==> config.mk <==
export PLATFORM = sky130hd
export DESIGN_NAME = binaural_delay_gain_panner_unit
export DESIGN_NICKNAME = d
export VERILOG_FILES = /design/src/rtl/core/bdgp_pkg.sv /design/src/rtl/core/bdgp_regs.sv /design/src/rtl/core/bdgp_ctrl.sv /design/src/rtl/core/bdgp_dp.sv /design/src/rtl/core/binaural_delay_gain_panner_unit.sv
export SDC_FILE = /design/constraint.sdc
export NUM_CORES = 2
export LEC_CHECK = 0
export BUFFER_PORTS_ARGS = -buffer_cell sky130_fd_sc_hd__buf_2
export CAP_MARGIN = 15
export CELL_PAD_IN_SITES_DETAIL_PLACEMENT = 0
export CELL_PAD_IN_SITES_GLOBAL_PLACEMENT = 1
export CORE_MARGIN = 5
export CORE_UTILIZATION = 35
export DETAILED_ROUTE_END_ITERATION = 10
export PLACE_DENSITY = 0.61
export SYNTH_ARGS = -nofsm -noshare
export SYNTH_HDL_FRONTEND = slang
export SYNTH_SLANG_ARGS = --single-unit
==> constraint.sdc <==
create_clock -name clk_i -period 19.6 [get_ports clk_i]
set_clock_uncertainty 0.1 [all_clocks]
set_input_delay 3.92 -clock clk_i [delete_from_list [all_inputs] [get_ports clk_i]]
set_output_delay 3.92 -clock clk_i [all_outputs]
set_load 0.01 [all_outputs]
==> src/rtl/core/bdgp_pkg.sv <==
`default_nettype none

package bdgp_pkg;

  localparam int DATA_W  = 16;
  localparam int DLY_W   = 14;
  localparam int GAIN_W  = 16;
  localparam int FRAC_W  = 8;
  localparam int WHOLE_W = DLY_W - FRAC_W;
  localparam int POS_W   = WHOLE_W + 1;        // whole + 1 can reach 2**WHOLE_W
  localparam int WGT_W   = FRAC_W + 1;         // 256 - frac needs one more bit
  localparam int TAP_W   = DATA_W + FRAC_W + 1;
  localparam int PROD_W  = TAP_W + GAIN_W;
  localparam int APB_AW  = 4;
  localparam int APB_DW  = 32;

  localparam logic [GAIN_W-1:0] GAIN_UNITY = 16'd16384;

  // register indexes (paddr[3:2])
  localparam logic [1:0] REG_DELAY_L = 2'd0;
  localparam logic [1:0] REG_DELAY_R = 2'd1;
  localparam logic [1:0] REG_GAIN_L  = 2'd2;
  localparam logic [1:0] REG_GAIN_R  = 2'd3;

  typedef struct packed {
    logic [DLY_W-1:0]  delay_l;
    logic [DLY_W-1:0]  delay_r;
    logic [GAIN_W-1:0] gain_l;
    logic [GAIN_W-1:0] gain_r;
  } bdgp_cfg_t;

  // ear select: 0 = left, 1 = right
  typedef struct packed {
    logic wr;         // push input word into delay line
    logic rd_en;      // read one tap
    logic rd_ear;
    logic rd_hi;      // floor(d)+1 instead of floor(d)
    logic mac_en;     // interpolation multiply
    logic mac_ear;
    logic mac_acc;    // accumulate (upper tap) instead of load
    logic gain_en;    // gain multiply on finished tap
    logic gain_ear;
    logic hold_left;  // round left product into holding register
    logic load_out;   // load result pair into output register
  } bdgp_cmd_t;

endpackage

`default_nettype wire

==> src/rtl/core/bdgp_regs.sv <==
`default_nettype none

module bdgp_regs
  import bdgp_pkg::*;
(
  input  wire logic              clk_i,
  input  wire logic              rst_ni,
  input  wire logic              psel,
  input  wire logic              penable,
  input  wire logic              pwrite,
  input  wire logic [APB_AW-1:0] paddr,
  input  wire logic [APB_DW-1:0] pwdata,
  output logic      [APB_DW-1:0] prdata,
  output logic                   pready,
  output bdgp_cfg_t              cfg_o
);

  bdgp_cfg_t cfg_q, cfg_d;
  logic      wr_en;
  logic [1:0] idx;

  assign pready = 1'b1;
  assign wr_en  = psel & penable & pwrite;
  assign idx    = paddr[3:2];

  always_comb begin
    cfg_d = cfg_q;
    if (wr_en) begin
      unique case (idx)
        REG_DELAY_L: cfg_d.delay_l = pwdata[DLY_W-1:0];
        REG_DELAY_R: cfg_d.delay_r = pwdata[DLY_W-1:0];
        REG_GAIN_L:  cfg_d.gain_l  = pwdata[GAIN_W-1:0];
        REG_GAIN_R:  cfg_d.gain_r  = pwdata[GAIN_W-1:0];
        default:     cfg_d = cfg_q;
      endcase
    end
  end

  always_ff @(posedge clk_i or negedge rst_ni) begin
    if (!rst_ni) begin
      cfg_q.delay_l <= '0;
      cfg_q.delay_r <= '0;
      cfg_q.gain_l  <= GAIN_UNITY;
      cfg_q.gain_r  <= GAIN_UNITY;
    end else begin
      cfg_q <= cfg_d;
    end
  end

  always_comb begin
    unique case (idx)
      REG_DELAY_L: prdata = APB_DW'(cfg_q.delay_l);
      REG_DELAY_R: prdata = APB_DW'(cfg_q.delay_r);
      REG_GAIN_L:  prdata = APB_DW'(cfg_q.gain_l);
      REG_GAIN_R:  prdata = APB_DW'(cfg_q.gain_r);
      default:     prdata = '0;
    endcase
  end

  assign cfg_o = cfg_q;

endmodule

`default_nettype wire

==> src/rtl/core/bdgp_ctrl.sv <==
`default_nettype none

module bdgp_ctrl
  import bdgp_pkg::*;
(
  input  wire logic clk_i,
  input  wire logic rst_ni,
  input  wire logic s_tvalid_i,
  output logic      s_tready_o,
  input  wire logic out_free_i,
  output bdgp_cmd_t cmd_o
);

  typedef enum logic [7:0] {
    ST_IDLE = 8'b0000_0001,
    ST_L0   = 8'b0000_0010,
    ST_L1   = 8'b0000_0100,
    ST_R0   = 8'b0000_1000,
    ST_R1   = 8'b0001_0000,
    ST_RR   = 8'b0010_0000,
    ST_GR   = 8'b0100_0000,
    ST_FIN  = 8'b1000_0000
  } bdgp_state_e;

  bdgp_state_e st_q, st_d;

  assign s_tready_o = (st_q == ST_IDLE);

  always_comb begin
    st_d  = st_q;
    cmd_o = '0;
    unique case (st_q)
      ST_IDLE: begin
        if (s_tvalid_i) begin
          cmd_o.wr = 1'b1;
          st_d     = ST_L0;
        end
      end
      ST_L0: begin
        cmd_o.rd_en = 1'b1;
        st_d        = ST_L1;
      end
      ST_L1: begin
        cmd_o.rd_en  = 1'b1;
        cmd_o.rd_hi  = 1'b1;
        cmd_o.mac_en = 1'b1;
        st_d         = ST_R0;
      end
      ST_R0: begin
        cmd_o.rd_en   = 1'b1;
        cmd_o.rd_ear  = 1'b1;
        cmd_o.mac_en  = 1'b1;
        cmd_o.mac_acc = 1'b1;
        st_d          = ST_R1;
      end
      ST_R1: begin
        // left tap is complete: gain it while right interpolation starts
        cmd_o.rd_en   = 1'b1;
        cmd_o.rd_ear  = 1'b1;
        cmd_o.rd_hi   = 1'b1;
        cmd_o.gain_en = 1'b1;
        cmd_o.mac_en  = 1'b1;
        cmd_o.mac_ear = 1'b1;
        st_d          = ST_RR;
      end
      ST_RR: begin
        cmd_o.mac_en    = 1'b1;
        cmd_o.mac_ear   = 1'b1;
        cmd_o.mac_acc   = 1'b1;
        cmd_o.hold_left = 1'b1;
        st_d            = ST_GR;
      end
      ST_GR: begin
        cmd_o.gain_en  = 1'b1;
        cmd_o.gain_ear = 1'b1;
        st_d           = ST_FIN;
      end
      ST_FIN: begin
        if (out_free_i) begin
          cmd_o.load_out = 1'b1;
          st_d           = ST_IDLE;
        end
      end
      default: st_d = ST_IDLE;
    endcase
  end

  always_ff @(posedge clk_i or negedge rst_ni) begin
    if (!rst_ni) begin
      st_q <= ST_IDLE;
    end else begin
      st_q <= st_d;
    end
  end

endmodule

`default_nettype wire

==> src/rtl/core/bdgp_dp.sv <==
`default_nettype none

module bdgp_dp
  import bdgp_pkg::*;
#(
  parameter int DELAY_DEPTH = 64
) (
  input  wire logic              clk_i,
  input  wire logic              rst_ni,
  input  wire bdgp_cmd_t         cmd_i,
  input  wire bdgp_cfg_t         cfg_i,
  input  wire logic [DATA_W-1:0] sample_i,
  input  wire logic              m_tready_i,
  output logic                   m_tvalid_o,
  output logic [2*DATA_W-1:0]    m_tdata_o,
  output logic                   out_free_o
);

  localparam int AW    = $clog2(DELAY_DEPTH);
  localparam int CNT_W = $clog2(DELAY_DEPTH + 1);
  localparam int CW    = ((AW > POS_W) ? AW : POS_W) + 1;

  logic [DATA_W-1:0] mem [DELAY_DEPTH];

  // wp_q addresses line position 0; cnt_q counts words written, saturating
  logic [AW-1:0]    wp_q, wp_d;
  logic [CNT_W-1:0] cnt_q, cnt_d;

  logic [DATA_W-1:0] rdata_q;
  logic              rd_ok_q;
  logic [AW-1:0]     raddr;
  logic              rd_ok;
  logic [DLY_W-1:0]  rdly;
  logic [POS_W-1:0]  pos;
  logic [CW-1:0]     pos_x, wp_x, diff;

  logic signed [TAP_W-1:0]  acc_q, acc_d;
  logic signed [PROD_W-1:0] prod_q;
  logic signed [PROD_W:0]   prod_full;
  logic signed [DATA_W-1:0] left_q;
  logic                     out_valid_q;
  logic [2*DATA_W-1:0]      out_q;

  logic [DLY_W-1:0]        mdly;
  logic [FRAC_W-1:0]       frac;
  logic [WGT_W-1:0]        wgt;
  logic signed [DATA_W-1:0] y;
  logic signed [TAP_W:0]   mprod;
  logic [GAIN_W-1:0]       gsel;

  function automatic logic signed [DATA_W-1:0] round_sat(input logic signed [PROD_W-1:0] p);
    logic signed [PROD_W:0]         s;
    logic signed [PROD_W:0]         t;
    logic signed [PROD_W-22:0]      r;
    s = {p[PROD_W-1], p} + (PROD_W+1)'(2097152);
    // negative: bias so the arithmetic shift truncates toward zero
    t = s[PROD_W] ? s + (PROD_W+1)'(4194303) : s;
    r = t[PROD_W:22];
    if (r > (PROD_W-21)'(32767)) begin
      round_sat = 16'sh7fff;
    end else if (r < -(PROD_W-21)'(32768)) begin
      round_sat = 16'sh8000;
    end else begin
      round_sat = r[DATA_W-1:0];
    end
  endfunction

  // write pointer and fill count
  always_comb begin
    wp_d  = wp_q;
    cnt_d = cnt_q;
    if (cmd_i.wr) begin
      wp_d = (wp_q == AW'(DELAY_DEPTH - 1)) ? '0 : wp_q + 1'b1;
      if (cnt_q != CNT_W'(DELAY_DEPTH)) begin
        cnt_d = cnt_q + 1'b1;
      end
    end
  end

  always_ff @(posedge clk_i or negedge rst_ni) begin
    if (!rst_ni) begin
      wp_q  <= '0;
      cnt_q <= '0;
    end else begin
      wp_q  <= wp_d;
      cnt_q <= cnt_d;
    end
  end

  // tap address: position p lives at wp - p (mod depth); unwritten reads as zero
  assign rdly  = cmd_i.rd_ear ? cfg_i.delay_r : cfg_i.delay_l;
  assign pos   = {1'b0, rdly[DLY_W-1:FRAC_W]} + POS_W'(cmd_i.rd_hi);
  assign pos_x = CW'(pos);
  assign wp_x  = CW'(wp_q);
  assign rd_ok = (pos_x < CW'(cnt_q));

  always_comb begin
    if (wp_x >= pos_x) begin
      diff = wp_x - pos_x;
    end else begin
      diff = wp_x + CW'(DELAY_DEPTH) - pos_x;
    end
    raddr = rd_ok ? diff[AW-1:0] : '0;
  end

  always_ff @(posedge clk_i) begin
    if (cmd_i.wr) begin
      mem[wp_d] <= sample_i;
    end
    if (cmd_i.rd_en) begin
      rdata_q <= mem[raddr];
      rd_ok_q <= rd_ok;
    end
  end

  // interpolation: y0*(256-f) + y1*f
  assign mdly  = cmd_i.mac_ear ? cfg_i.delay_r : cfg_i.delay_l;
  assign frac  = mdly[FRAC_W-1:0];
  assign wgt   = cmd_i.mac_acc ? {1'b0, frac} : WGT_W'(1 << FRAC_W) - {1'b0, frac};
  assign y     = rd_ok_q ? $signed(rdata_q) : '0;
  assign mprod = (TAP_W+1)'(y) * (TAP_W+1)'($signed({1'b0, wgt}));

  always_comb begin
    acc_d = acc_q;
    if (cmd_i.mac_en) begin
      acc_d = cmd_i.mac_acc ? acc_q + mprod[TAP_W-1:0] : mprod[TAP_W-1:0];
    end
  end

  assign gsel      = cmd_i.gain_ear ? cfg_i.gain_r : cfg_i.gain_l;
  assign prod_full = (PROD_W+1)'(acc_q) * (PROD_W+1)'($signed({1'b0, gsel}));

  always_ff @(posedge clk_i) begin
    acc_q <= acc_d;
    if (cmd_i.gain_en) begin
      prod_q <= prod_full[PROD_W-1:0];
    end
    if (cmd_i.hold_left) begin
      left_q <= round_sat(prod_q);
    end
    if (cmd_i.load_out) begin
      out_q <= {round_sat(prod_q), left_q};
    end
  end

  always_ff @(posedge clk_i or negedge rst_ni) begin
    if (!rst_ni) begin
      out_valid_q <= 1'b0;
    end else if (cmd_i.load_out) begin
      out_valid_q <= 1'b1;
    end else if (m_tready_i) begin
      out_valid_q <= 1'b0;
    end
  end

  assign out_free_o = !out_valid_q || m_tready_i;
  assign m_tvalid_o = out_valid_q;
  assign m_tdata_o  = out_q;

endmodule

`default_nettype wire

==> src/rtl/core/binaural_delay_gain_panner_unit.sv <==
// Binaural delay/gain panner: mono in, left/right pair out.
// Input stream (s_axis): one 16-bit signed sample per word. Each accepted word
// enters a delay line; each ear then reads a fractional tap (linear interpolation
// between floor(d) and floor(d)+1, Q8 delay), scales it by a Q2.14 gain, adds one
// half, truncates toward zero and saturates to 16 bits.
// Output stream (m_axis): one word per input word, left in [15:0], right in [31:16].
// Timing: m_axis_tvalid is registered; it rises once the sequence has run L0, L1,
// R0, R1, RR, GR and FIN after the accepting edge. No new word is taken until the
// last has been through that per-item sequence of four delay-line reads through
// the single memory read port and the shared interpolation and gain multipliers.
// s_axis_tready is high only while the block is idle. A finished result sits in
// the output register; the next word is taken while it waits, and the sequence
// holds in its last step until the receiver takes the waiting word.
// Reset clears the line (a fill count makes unwritten taps read as zero, no
// clearing pass), sets delays to 0 and gains to unity.
// APB: delay_left 0x0, delay_right 0x4, gain_left 0x8, gain_right 0xC; write only
// while idle.
`default_nettype none

module binaural_delay_gain_panner_unit
  import bdgp_pkg::*;
#(
  parameter int DELAY_DEPTH = 64
) (
  input  wire logic              clk_i,
  input  wire logic              rst_ni,
  input  wire logic              psel,
  input  wire logic              penable,
  input  wire logic              pwrite,
  input  wire logic [APB_AW-1:0] paddr,
  input  wire logic [APB_DW-1:0] pwdata,
  output logic      [APB_DW-1:0] prdata,
  output logic                   pready,
  input  wire logic              s_axis_tvalid,
  output logic                   s_axis_tready,
  input  wire logic [15:0]       s_axis_tdata,   // [15:0] sample_in
  output logic                   m_axis_tvalid,
  input  wire logic              m_axis_tready,
  output logic [31:0]            m_axis_tdata    // [15:0] left_out, [31:16] right_out
);

  bdgp_cfg_t cfg;
  bdgp_cmd_t cmd;
  logic      out_free;

  bdgp_regs u_regs (
    .clk_i   (clk_i),
    .rst_ni  (rst_ni),
    .psel    (psel),
    .penable (penable),
    .pwrite  (pwrite),
    .paddr   (paddr),
    .pwdata  (pwdata),
    .prdata  (prdata),
    .pready  (pready),
    .cfg_o   (cfg)
  );

  bdgp_ctrl u_ctrl (
    .clk_i      (clk_i),
    .rst_ni     (rst_ni),
    .s_tvalid_i (s_axis_tvalid),
    .s_tready_o (s_axis_tready),
    .out_free_i (out_free),
    .cmd_o      (cmd)
  );

  bdgp_dp #(
    .DELAY_DEPTH (DELAY_DEPTH)
  ) u_dp (
    .clk_i      (clk_i),
    .rst_ni     (rst_ni),
    .cmd_i      (cmd),
    .cfg_i      (cfg),
    .sample_i   (s_axis_tdata),
    .m_tready_i (m_axis_tready),
    .m_tvalid_o (m_axis_tvalid),
    .m_tdata_o  (m_axis_tdata),
    .out_free_o (out_free)
  );

endmodule

`default_nettype wire

# Yosys cells after proc, flatten, opt, wreduce, memory -nomap -nowiden
# Memories as Yosys holds them, arrays and structs flattened. A register that Yosys moved wholly into a read port is not among the register bits.
# Cells that the tools add are included.
[word_totals]
reg_bits = 197
latch_bits = 0
ram_bits = 1024
romBits = 0
inputBits = 59
out_inout_bits = 67
word_cells = 98
memories = 1
[classes]
n_addsub = 10
multipliers = 2
div_mod_pow = 0
magnitude_cmp = 4
n_eq_ne = 15
n_shift = 0
mux = 34
n_bitwise = 2
n_reduce_logical = 17
[memory_table]
columns = ["memory", "depth", "width", "rd", "rd_clocked_by_memory_dff", "wr", "line_no", "source"]
rows = [
  ["u_dp.mem", 64, 16, 1, 1, 1, "bdgp_dp.sv:23", "logic [DATA_W-1:0] mem [DELAY_DEPTH];"],
]
[op_table]
columns = ["op", "n"]
rows = [
  ["$pmux W32 S4", 1],
  ["$mux W16", 4],
  ["$pmux W8 S8", 1],
  ["$add A41 B23 Y42 const B", 1],
  ["$add A42 B23 Y42 const B", 1],
  ["$mux W42", 1],
  ["$mul A25 B17 Y41", 1],
  ["$add A25 B25 Y25", 1],
  ["$mul A16 B10 Y25", 1],
  ["$mux W25", 1],
  ["$mux W6", 4],
  ["$mux W8", 3],
  ["$gt A20 B16 Y1 const B", 1],
  ["$lt A20 B16 Y1 const B", 1],
  ["$mux W1", 17],
  ["$mux W14", 1],
  ["$add A6 B1 Y6 const B", 2],
  ["$reduce_and A2 Y1", 6],
  ["$sub A6 B6 Y6", 2],
  ["$reduce_or A2 Y1", 5],
  ["$mux W9", 1],
  ["$sub A9 B8 Y9 const A", 1],
  ["$eq A8 B1 Y1 const B", 1],
  ["$eq A8 B2 Y1 const B", 1],
  ["other kinds (21)", 25],
]

# Depth between registers and ports, before layout
[logic_depth]
ltp_word = 9
mapped_depth = 43
mapped_depth_nobuf = 41

# Cells and area by module
# Synthesis repeated with hierarchy kept, for this count alone.
[hier_totals]
cells_unflattened = 5737
hier_area_um2 = 70231.1
[by_module_without_submodules]
columns = ["module", "n_inst", "cells_each", "area_per_inst_um2", "seq_area_each_um2"]
rows = [
  ["bdgp_dp", 1, 5511, 66931.7, 35033.6],
  ["bdgp_regs", 1, 174, 2831.5, 1503.9],
  ["bdgp_ctrl", 1, 52, 467.9, 201.4],
]

# Worst setup path before layout
# No wires, ideal clock.
[synth_timing]
path_kind = "reg-to-reg"
from = "register u_ctrl.st_q[7]"
to = "register u_dp.acc_q[22], data pin"
setup_time_ns = 0.260
arrival_ns = 9.174
required_ns = 19.240
path_slack_ns = 10.066
stages_incl_launch_ff = 40
path_buffers = 2
period_less_slack_ns = 9.534
path_cell_list = "dfrtp_1 > nor2_1 > nand2_1 > nor3_1 > o21ai_0 > buf_2 > mux2_2 > clkinv_1 > ha_1 > nor2_1 > a21oi_1 > clkbuf_1 > nand3_1 > fa_1 > inv_1 > fa_1 > ha_1 > fa_1 > [... 4 more ...] > and3_1 > a2111oi_0 > a21oi_1 > a31oi_1 > o21bai_1 > a21o_1 > a21o_1 > a21oi_1 > xnor2_1 > ha_1 > and3_1 > and2_1 > o2bb2ai_1 > a41o_1 > o41ai_1 > o21ai_0 > xor2_1 > mux2_2"
[synth_via]
elab_chain_len = 9
elab_cells_between_ends = 13
classes_between = "2 x add/sub; 1 x mul; 3 x eq/ne; 5 x mux; 2 x reduce/logical"
[synth_lines]
columns = ["element", "line_no", "source"]
rows = [
  ["start, declared", "bdgp_ctrl.sv:25", "bdgp_state_e st_q, st_d;"],
  ["start signal, assigned", "bdgp_ctrl.sv:92", "st_q <= st_d;"],
  ["$eq A8 B6 Y1 / $eq A8 B5 Y1 (equally long branches)", "bdgp_ctrl.sv:32", "unique case (st_q)"],
  ["$reduce_or A2 Y1 (no source line)", "-", ""],
  ["$mux W1", "bdgp_ctrl.sv:32", ""],
  ["$mux W8", "bdgp_dp.sv:117", "assign mdly = cmd_i.mac_ear ? cfg_i.delay_r : cfg_i.delay_l;"],
  ["$sub A9 B8 Y9", "bdgp_dp.sv:119", "assign wgt = cmd_i.mac_acc ? {1'b0, frac} : WGT_W'(1 << FRAC_W) - {1'b0, frac};"],
  ["$mux W9", "bdgp_dp.sv:119", ""],
  ["$mul A16 B10 Y25", "bdgp_dp.sv:121", "assign mprod = (TAP_W+1)'(y) * (TAP_W+1)'($signed({1'b0, wgt}));"],
  ["$add A25 B25 Y25", "bdgp_dp.sv:126", "acc_d = cmd_i.mac_acc ? acc_q + mprod[TAP_W-1:0] : mprod[TAP_W-1:0];"],
  ["$mux W25 *", "bdgp_dp.sv:126", ""],
  ["end signal, assigned", "bdgp_dp.sv:134", "acc_q <= acc_d;"],
  ["end, declared", "bdgp_dp.sv:37", "logic signed [TAP_W-1:0] acc_q, acc_d;"],
]
# Every way passes the cells marked *; elsewhere a longest branch is shown, timed or not.
# A chain may end at the register's enable or synchronous reset.

# Final worst setup path
[layout_timing]
from = "register u_ctrl.st_q[7]"
to = "register u_dp.acc_q[24], data pin"
# The elaborated chain is that of the path after synthesis.

==> results.md <==
* #FFs+latches synth at 1237
* Starting Density at 35.2%
* CTS H-tree lvls at 4
* Detail Placement HPWL at 127000 um
* Antenna-violating nets left at 0
* Synth cell types at 93
* Fin util at 39.4%
* Syn avg cell area at 12.5 sq um
* Syn Inst Count at about 5600
* Fin crit share at a little under three fifths
* Largest stage delay on the critical path at 0.75 ns
* Iter 0 DRT Violations at 3157
* Routed WL at 193000 um
* PnR worst setup slack at 8.77 ns
* Share of cells above drive strength 1 at 11.0%
* Area leader, netlist: edfxtp_1
* Vias in the first global route at 45700
* Compound-Gate Fraction of Synth Area at 9.22%
* Num ports at 126
* Clock-pin slew on the worst setup and hold paths at around 0.060 ns
* Crit path max fanout at 16
* Detailed-route DRC error count at 0
* WHS Path Cells at 0
* WP data required at 19.99 ns
* Final Wtd Congestion at 0.809
* Post-synth EDFFs at approximately 1200
* Status: complete, no violations
* Initial antenna violation count at 9
* TritonRoute pass-1 iters at 5
* Total CTS buffers at 140
* CTS Hold Bufs at 0
* Via count at 43900
* Slowest stage cell, crit path: a2111oi_0
* Post-placement setup slack at 8.77 ns
* Syn. warnings at 0
* Ys flop type: edfxtp_1
* Non-Filler Instances at 8495
* Synthesized-area fraction occupied by and/or/nand/nor cells at 9.17%
* Area share of xor/xnor cells in the synthesized design at 1.90%
* Ranking of synthesized cells by area: edfxtp_1 (49%), fa_1 (14%), ha_1 (3.6%)
* First-pass GRT wire length at 292000 um
* Kind of critical path: reg2reg
* Min-delay worst type: reg2reg
* Fmax at a little over 0.09 GHz
* Worst reg-to-reg path cell count at 40
* Setup Buffers After CTS at 0
* Die W at 459 um
* Worst Tran Pin Value at 1.28 ns
* Die height at about 460 um
* # setup viols final at 0
* Port bufs at 90
* CTS sink count at 1237
* Layout net count at roughly 6500
* Clock tree buffer depth at 3
* Area Overhead vs Synth at 11.8%
* Row Count at 164
* Area share of the largest cell type after synthesis at ~49%
* Adder-cell share of the synthesized area at roughly 18%
* Clock Root Buffer: clkbuf_16
* Max_slew headroom at 13.5%
* Worst path arrival time at 11.21 ns
* Syn Std Cell Area at 70500 sq um
* Register area share after synthesis at 52.1%
* Avg Vias per Cell at 5.17
* Core area at approximately 200000 sq um
* CP Capture Type: flop
* Placed insts at 8230
* Ys async rst share at 6.63%
* Final hold violation count at 0
* Post-CTS Resized at 0
* Total of max-cap violations at 0
* Max Slew Vio Count at 0
* Routed length per instance at 22.8 um
* Tmin final at 10.83 ns
* Largest net degree at the start of global routing at 120
* Setup TNS Final at 0 ns
* RSZ-0062 raised after global routing: false
* Final global-route overflow total at 0
* Gr usage total at 18.3%
* CTS tree: done
* Worst-skew pair later-pin latency at 0.80 ns
* Mux share of post-synthesis cell area at 4.64%
* Largest family of logic cells by synthesized area: adder cells
* DIE AREA at 211000 sq um
* Startpoint Class: flop
-- cells in the final DEF (no fill, tap or decap), types with 30 or more instances in the layout --
cell / netlist / final
mux2i_1: 192 / 187
clkbuf_16: 0 / 142
buf_2: 22 / 90
nor3b_1: 31 / 30
nor2b_1: 171 / 170
mux2_2: 92 / 92
o221a_2: 38 / 38
fa_1: 507 / 507
clkinv_1: 1 / 39
nor2_1: 262 / 244
o211ai_1: 50 / 50
nand3_1: 132 / 132
nand2_1: 559 / 558
o21ai_0: 221 / 219
a21o_1: 37 / 36
buf_4: 19 / 128
ha_1: 201 / 200
a21oi_1: 192 / 189
edfxtp_1: 1155 / 1155
o221ai_1: 82 / 82
dfrtp_1: 79 / 79
a211oi_1: 100 / 100
inv_1: 609 / 609
and2_1: 80 / 80
a31oi_1: 42 / 41
xnor2_1: 95 / 94
xor2_1: 56 / 55
-- state kept, by name (all words and copies together), names as in the netlist --
name	flops
u_dp.mem	1024
u_regs.cfg_o	60
u_dp.prod_q	41
u_dp.m_tdata_o	32
u_dp.acc_q	25
u_dp.left_q	16
u_dp.rdata_q	16
u_ctrl.st_q	8
u_dp.cnt_q	7
u_dp.wp_q	6
u_dp.m_tvalid_o	1
u_dp.rd_ok_q	1
-- per-stage QoR --
step | hold slack [ns] | area [sq um]
6_report | 0.318 | 78900
4_1_cts | 0.321 | 78800
3_3_place_gp | 0.301 | 74400
5_1_grt | 0.324 | 78800
2_1_floorplan | 0.300 | 70600
3_5_place_dp | 0.306 | 74400
-- worst max-delay path: cells and delay by family, from the launching register on --
| kind | cells | cell delay [ns] |
|---|---|---|
| AO/OA/AOI/OAI | 12 | 3.37 |
| adder cells (fa/ha/maj) | 8 | 3.19 |
| AND/OR/NAND/NOR | 9 | 1.48 |
| buffers and inverters | 6 | 0.88 |
| XOR/XNOR | 4 | 0.67 |
| multiplexers | 1 | 0.42 |
| flip-flops | 1 | 0.40 |
-- final timing paths --
path / from / to / slack [ns]
worst min register to register: u_dp.left_q[0] / u_dp.m_tdata_o[0] / 0.32
worst max register to register: u_ctrl.st_q[7] / u_dp.acc_q[24] / 8.77
min in group asynchronous: rst_ni / u_dp.wp_q[5] / 2.86
worst min-delay path: u_dp.left_q[0] / u_dp.m_tdata_o[0] / 0.32
worst max-delay path: u_ctrl.st_q[7] / u_dp.acc_q[24] / 8.77
max in group asynchronous: rst_ni / u_regs.cfg_o[31] / 15.31
-- synthesized netlist by cell type, types with 95 or more instances --
master    number
a211oi_1     100
a21oi_1      192
clkbuf_1     218
edfxtp_1    1155
fa_1         507
ha_1         201
inv_1        609
mux2i_1      192
nand2_1      559
nand3_1      132
nor2_1       262
nor2b_1      171
o21ai_0      221
xnor2_1       95
-- cell type report --
class / count / area [sq um]
Clock buffer: 169 / 3660
Antenna cell: 7 / 17.5
Fill cell: 19000 / 121000
Inverter: 610 / 2290
Sequential cell: 1237 / 36700
Timing Repair Buffer: 223 / 1510
Tap cell: 2656 / 3320
Clock inverter: 87 / 776
Multi-Input combinational cell: 3506 / 30500
-- layer usage --
metal | global-route usage [%] | routed length [um]
met2 | 32.3 | 97900
met3 | 2.17 | 7440
met5 | 0 | 0
met4 | 5.13 | 5470
met1 | 23.7 | 82600
-- cells by family (layout without fill, tap and decap cells) --
kind of cell,Yosys count,after routing
buffers and inverters,908,1089
AOI/OAI and AO/OA,959,959
xor gates and xnor gates,152,152
adders and majority gates,708,708
muxes,298,298
and+or+nand+nor,1372,1372
DFF,1237,1237
other,2,24
Power is not shown: default switching activity piles up to over one toggle a cycle in this logic, so the estimate is an artifact.
